[src/rtl/stbs_pkg.sv]
// ----------------------------------------------------------------------------
// stbs_pkg
// Shared types and constants of the sorted table binary search block.
// ----------------------------------------------------------------------------
`default_nettype none

package stbs_pkg;

  localparam int KeyW   = 32;
  localparam int IndexW = 10;
  localparam int PosW   = 10;
  localparam int CountW = 11;
  localparam int KindW  = 2;

  typedef logic [KindW-1:0] stbs_kind_t;

  localparam stbs_kind_t CMD_WRITE  = 2'd0;
  localparam stbs_kind_t CMD_SEARCH = 2'd1;
  localparam stbs_kind_t CMD_MISS   = 2'd2;

  typedef struct packed {
    logic            found;
    logic [PosW-1:0] position;
  } stbs_result_t;

endpackage

`default_nettype wire

[src/rtl/stbs_fifo.sv]
// ----------------------------------------------------------------------------
// stbs_fifo
// Small register queue with full and empty flags and a show-ahead head.
// ----------------------------------------------------------------------------
`default_nettype none

module stbs_fifo #(
  parameter int WIDTH = 8,
  parameter int DEPTH = 2
) (
  input  wire logic             clk,
  input  wire logic             rst_n,
  input  wire logic             wr_en,
  input  wire logic [WIDTH-1:0] wr_data,
  input  wire logic             rd_en,
  output logic [WIDTH-1:0]      rd_data,
  output logic                  full,
  output logic                  empty
);

  localparam int PtrW = (DEPTH > 1) ? $clog2(DEPTH) : 1;
  localparam int CntW = $clog2(DEPTH + 1);

  logic [WIDTH-1:0] data_r [DEPTH];
  logic [PtrW-1:0]  wr_ptr_r, wr_ptr_nxt;
  logic [PtrW-1:0]  rd_ptr_r, rd_ptr_nxt;
  logic [CntW-1:0]  cnt_r, cnt_nxt;
  logic             do_wr, do_rd;

  assign full    = (cnt_r == CntW'(DEPTH));
  assign empty   = (cnt_r == '0);
  assign rd_data = data_r[rd_ptr_r];
  assign do_wr   = wr_en && !full;
  assign do_rd   = rd_en && !empty;

  always_comb begin
    wr_ptr_nxt = wr_ptr_r;
    rd_ptr_nxt = rd_ptr_r;
    cnt_nxt    = cnt_r;
    if (do_wr) begin
      wr_ptr_nxt = (wr_ptr_r == PtrW'(DEPTH - 1)) ? '0 : wr_ptr_r + 1'b1;
    end
    if (do_rd) begin
      rd_ptr_nxt = (rd_ptr_r == PtrW'(DEPTH - 1)) ? '0 : rd_ptr_r + 1'b1;
    end
    if (do_wr && !do_rd) begin
      cnt_nxt = cnt_r + 1'b1;
    end else if (!do_wr && do_rd) begin
      cnt_nxt = cnt_r - 1'b1;
    end
  end

  always_ff @(posedge clk) begin
    if (!rst_n) begin
      wr_ptr_r <= '0;
      rd_ptr_r <= '0;
      cnt_r    <= '0;
    end else begin
      wr_ptr_r <= wr_ptr_nxt;
      rd_ptr_r <= rd_ptr_nxt;
      cnt_r    <= cnt_nxt;
    end
  end

  always_ff @(posedge clk) begin
    if (do_wr) begin
      data_r[wr_ptr_r] <= wr_data;
    end
  end

endmodule

`default_nettype wire

[src/rtl/stbs_front.sv]
// ----------------------------------------------------------------------------
// stbs_front
// Accepts request items, sorts them into table writes, searches and searches
// over an empty table; it queues all but out-of-range writes for the engine.
// ----------------------------------------------------------------------------
`default_nettype none

module stbs_front #(
  parameter int TABLE_DEPTH = 1024,
  parameter int IDX_W       = 10
) (
  input  wire logic                          clk,
  input  wire logic                          rst_n,
  input  wire logic                          push,
  output logic                               full,
  input  wire logic                          in_req_type,
  input  wire logic [stbs_pkg::IndexW-1:0]   in_entry_index,
  input  wire logic signed [stbs_pkg::KeyW-1:0] in_entry_value,
  input  wire logic signed [stbs_pkg::KeyW-1:0] in_search_key,
  input  wire logic [stbs_pkg::CountW-1:0]   cfg_count,
  input  wire logic                          q_pop,
  output logic                               q_empty,
  output stbs_pkg::stbs_kind_t               q_kind,
  output logic [IDX_W-1:0]                   q_idx,
  output logic [stbs_pkg::KeyW-1:0]          q_val
);

  localparam int QW = stbs_pkg::KindW + IDX_W + stbs_pkg::KeyW;

  stbs_pkg::stbs_kind_t       kind;
  logic [IDX_W-1:0]           idx;
  logic [stbs_pkg::KeyW-1:0]  val;
  logic [31:0]                count_sat;
  logic                       keep;
  logic [QW-1:0]              q_wdata, q_rdata;

  // The search range ends at the last loaded entry, the count held to the table depth.
  assign count_sat = (32'(cfg_count) > 32'(TABLE_DEPTH)) ? 32'(TABLE_DEPTH)
                                                           : 32'(cfg_count);

  always_comb begin
    keep = 1'b1;
    if (!in_req_type) begin
      kind = stbs_pkg::CMD_WRITE;
      idx  = IDX_W'(in_entry_index);
      val  = in_entry_value;
      keep = (32'(in_entry_index) < 32'(TABLE_DEPTH));
    end else if (cfg_count == '0) begin
      kind = stbs_pkg::CMD_MISS;
      idx  = '0;
      val  = in_search_key;
    end else begin
      kind = stbs_pkg::CMD_SEARCH;
      idx  = IDX_W'(count_sat - 32'd1);
      val  = in_search_key;
    end
  end

  assign q_wdata = {kind, idx, val};

  stbs_fifo #(
    .WIDTH(QW),
    .DEPTH(2)
  ) u_queue (
    .clk    (clk),
    .rst_n  (rst_n),
    .wr_en  (push && keep),
    .wr_data(q_wdata),
    .rd_en  (q_pop),
    .rd_data(q_rdata),
    .full   (full),
    .empty  (q_empty)
  );

  assign {q_kind, q_idx, q_val} = q_rdata;

endmodule

`default_nettype wire

[config.mk]
export PLATFORM = sky130hd
export DESIGN_NAME = stbs_front
export DESIGN_NICKNAME = d
export VERILOG_FILES = /design/src/rtl/stbs_pkg.sv /design/src/rtl/stbs_fifo.sv /design/src/rtl/stbs_front.sv
export SDC_FILE = /design/constraint.sdc
export NUM_CORES = 1
export LEC_CHECK = 0
export BUFFER_PORTS_ARGS = -buffer_cell sky130_fd_sc_hd__buf_2
export CAP_MARGIN = 10
export CORE_MARGIN = 8
export CORE_UTILIZATION = 51
export CTS_CLUSTER_DIAMETER = 100
export DETAILED_ROUTE_END_ITERATION = 8
export PLACE_DENSITY = 0.8
export SLEW_MARGIN = 20
export SYNTH_ARGS = -nofsm -noshare
export SYNTH_HDL_FRONTEND = slang
export SYNTH_SLANG_ARGS = --single-unit
[constraint.sdc]
create_clock -name clk -period 3.55 [get_ports clk]
set_input_delay 0.8875 -clock clk [delete_from_list [all_inputs] [get_ports clk]]
set_output_delay 0.8875 -clock clk [all_outputs]
set_load 0.01 [all_outputs]
After elaboration in Yosys (flattened, before gate mapping)
Memory sizes are Yosys's and may differ from the RTL's. A register that Yosys moved wholly into a read port is not among the register bits.
Index checks and enable logic that the tools add are counted.

storage, ports and cells
  output and inout bits = 46
  input bits = 90
  bits in writable memories = 88
  word-level logic and storage cells = 36
  memories = 1
  register bits = 4

operators by class
  add/sub/neg operators = 5
  reduce and logical (&&, ||, !) cells = 11
  mux-type cells = 14
  $lt $le $gt $ge = 1
  eq/ne operators = 1

memory list
  name            words  bits a word  rd ports  clocked after Yosys merged registers in  wr ports  line             RTL
  u_queue.data_r  2      44           1         1                                        1         stbs_fifo.sv:24  logic [WIDTH-1:0] data_r [DEPTH];

operators with widths
  cell                                                number
  2-to-1 mux 32 bit                                   1
  2-to-1 mux 10 bit                                   3
  > comparator 11 bit, second input constant          1
  zero test 11 bit                                    1
  subtractor 10 x 1 -> 10 bit, second input constant  1
  2-to-1 mux 2 bit                                    4
  2-to-1 mux 1 bit                                    6
  logical AND 1 bit                                   4
  zero test 1 bit                                     4
  adder 1 bit, second input constant                  2
  adder 2 x 1 -> 2 bit, second input constant         1
  == test 2 bit, second input constant                1
  zero test 2 bit                                     1
  nonzero test 2 bit                                  1
  subtractor 2 x 1 -> 2 bit, second input constant    1

Logic depth before layout (Yosys ltp)
  depth in word-level cells = 7
  depth in mapped cells = 7
  mapped depth without buffers = 7

Modules after synthesis
A second synthesis with hierarchy kept.

second synthesis, totals
  cell total of the unflattened synthesis = 256
  area, all modules = 4160.2 um2

by module, submodules not included
  module      cells each  times used  seq. area each (um2)  area an instance (um2)
  stbs_fifo   162         1           2742.6                3407.0
  stbs_front  94          1           0.0                   753.2

Worst setup path after synthesis
OpenSTA, ideal clock, no wires.

  path kind = input to register
  start = input port push
  end = memory u_queue.data_r[0][0] (netlist bit) (enable)
  arrival time = 2826 ps
  stages on the path = 2
  slack = 278 ps
  buffers on the path = 0
  data required time = 3105 ps
  library setup time = 445 ps
  cell sequence = nand2_1 nor2_1

between the ends
  cells in the longest elaborated chain, start to end = 3

RTL lines
  item                                    line              RTL
  from (decl)                             stbs_front.sv:14  input wire logic push,
  logical AND 1 bit                       stbs_fifo.sv:33   assign do_wr = wr_en && !full;
  2-to-1 mux 1 bit                        stbs_fifo.sv:66   if (do_wr) begin
  2-to-1 mux 1 bit (implied by the code)  stbs_fifo.sv:67   data_r[wr_ptr_r] <= wr_data;
  to (decl)                               stbs_fifo.sv:24

No other way between the ends.

==> summary.md <==
| Metric | Value |
|---|---|
| Clk_lat worst skew | `340 ps` |
| CTS Hold Bufs | `0` |
| Post-synth top cells | `88 x edfxtp_1, 73 x mux2_2, 11 x nor2_1` |
| CTS tree | `done` |
| Arrival time at the worst endpoint | `1750 ps` |
| Total Wirelength | `8.70 mm` |
| Floorplan row count | `33` |
| ANT nets after route | `0` |
| Die ar. | `11300 um2` |
| Post-route minimum period | `2640 ps` |
| Post-CTS sizing | `0` |
| Crit Path Class | `reg -> out` |
| Num CTS Buffers | `9` |
| Area share of xor/xnor cells in the synthesized design | `0.840%` |
| Postcts setup bufs | `0` |
| I/O pin total | `136` |
| Worst relative slew slack | `59.0%` |
| Top cells by area, synth | `edfxtp_1 63%, mux2_2 20%, dfxtp_1 2.4%` |
| Post-route setup TNS | `0 ps` |
| Syn avg cell area | `16.0 um2` |
| Main combinational cell family by area after synthesis | `multiplexers` |
| Htree depth | `3` |
| Largest net degree at the start of global routing | `29` |
| Port buffer count | `135` |
| Pins over their slew limit | `0` |
| EDFF count, synth | `88` |
| Initial Util | `51.6%` |
| Final nets | `489` |
| Area leader, netlist | `edfxtp_1` |
| Synth-to-layout area growth | `24.5%` |
| Skew final | `9.08 ps` |
| Synth Area in Compound Gates | `4.32%` |
| Final setup fails | `0` |
| First-pass GRT wire length | `13.8 mm` |
| Antenna Cells | `0` |
| Seq/Total Area, Yosys | `65.7%` |
| Final period util | `74.3%` |
| Worst min path class | `reg -> reg` |
| RSZ-0062 raised after global routing | `false` |
| Drt pass-1 iters | `4` |
| Count leader, synth | `edfxtp_1` |
| Primary FF master, synth | `edfxtp_1` |
| Crit. End Element | `output port` |
| Synth top area share | `63.3%` |
| Overall power | `3.06 mW` |
| Residual DRC | `0` |
| Setup crit start kind | `flop` |
| Max Buffers Root-to-Sink | `2` |
| Iter 0 DRT Violations | `75` |
| Status | `complete, no violations` |
| Routability cong. | `0.841` |
| Overflow left after global routing | `0` |
| Vias | `2631` |
| Wirelength per Cell | `17.2 um` |
| Final HPWL DP | `6.34 mm` |
| Number of global-route vias before repair | `2900` |
| Max Freq | `379 MHz` |
| Fraction of synthesized area in multiplexers | `20.7%` |
| Largest vdd supply drop | `346 uV` |
| Yosys warnings | `0` |
| Final Hold Vio Count | `0` |
| Ratio of cells with drive above 1 in the final layout | `58.2%` |
| Adder-cell area share of the yosys netlist | `0.600%` |
| CTS sink cnt | `93` |
| FFs w/ async S/R, synth | `0%` |
| Die H | `106 um` |
| Clk Tree Root Cell | `clkbuf_8` |
| Synth Instances | `261` |
| Tot GR Track Use | `15.4%` |
| Leakage power | `2.00 nW` |
| CP required | `2660 ps` |
| Synth Cell Area | `4170 um2` |
| Post-synth cell types | `41` |
| Max_cap viols | `0` |
| Antenna violations before repair | `0` |
| Yosys reg bits | `93` |
| Syn nets | `353` |
| Die width | `106 um` |
| Cell Pwr Density | `589 nW/um2` |
| Simple logic cell fraction of the synthesized area | `6.03%` |
| Core area | `8090 um2` |
| Measured slew at the worst slew-check pin | `610 ps` |
| Clk slew on worst S/H paths | `80 ps` |
| CP max FO | `28` |
| Drt via density | `5.19` |
critical path: stages (launching register included):
cell     delay, ps
dfxtp_2        620
buf_12         260
mux2_2         360
buf_2          140
final timing paths:
check                                                       to                           from  slack [ps]  cells past startpoint
worst min register to register   u_queue.cnt_r[1]$_SDFFE_PN0P_  u_queue.cnt_r[1]$_SDFFE_PN0P_         530                      2
worst max-delay path                                 q_val[22]                           flop         910                      3
worst max register to register  u_queue.data_r[1][5]$_DFFE_PP_  u_queue.cnt_r[0]$_SDFFE_PN0P_        1660                      3
worst min-delay path             u_queue.cnt_r[1]$_SDFFE_PN0P_  u_queue.cnt_r[1]$_SDFFE_PN0P_         530                      2
cell usage in the layout, fill, tap and decap left out, types with 3 or more instances in the layout:
cell,n
or3_1,3
clkinv_2,3
xnor2_1,3
and2_1,4
mux2_1,3
nor2_1,10
nor4_1,4
a21oi_1,4
edfxtp_1,88
buf_2,135
o22ai_1,3
buf_12,3
nand2b_1,6
mux2_2,73
clkbuf_8,9
inv_1,5
dfxtp_1,4
o21a_1,3
per-stage QoR:
stage / util [%] / cells / setup slack, ps / hold slack (ps) / instance area (um2)
after floorplan: - / 261 / 278 / 483 / 4170
after global placement: 61.8 / 491 / 742 / 500 / 5000
after detailed placement: 61.8 / 491 / 671 / 529 / 5000
after CTS: 64.2 / 507 / 873 / 537 / 5190
after global routing: 64.2 / 507 / 778 / 588 / 5190
final: 64.2 / 507 / 913 / 530 / 5190
final cells by class:
type / count / area [um2]
Sequential cell: 93 / 2740
Clock buffer: 10 / 128
Inverter: 5 / 18.8
Timing Repair Buffer: 139 / 743
Clock inverter: 6 / 62.6
Multi-Input combinational cell: 149 / 1370
Fill cell: 658 / 2900
Tap cell: 105 / 131
sequential cells by signal, indices dropped and copies added, names as in the netlist, named ones only:
signal,count
u_queue.rd_ptr_r,1
u_queue.wr_ptr_r,1
u_queue.cnt_r,2
u_queue.data_r,88
layer usage:
layer  vias up  part of all wire, %  track usage, %
li1       1279                    -               -
met1      1238                   40            17.2
met2       101                   52            26.7
met3        13                  7.1            5.02
met4         0                  1.9            6.13
met5         -                    0               0
cells by family after synthesis:
| kind of cell | after synthesis |
|---|---|
| compound gates | 25 |
| simple gates | 41 |
| flops | 93 |
| mux | 77 |
| buf+inv | 19 |
| xor+xnor | 4 |
| fa+ha+maj | 2 |
power by group:
part	internal, mW	leakage, nW	total (mW)	switching [mW]
logic	0.445	1.04	0.898	0.453
registers	1.42	0.861	1.49	0.0771
clock network	0.326	0.100	0.668	0.342
Note: power is estimated with default switching activity, not from simulation.
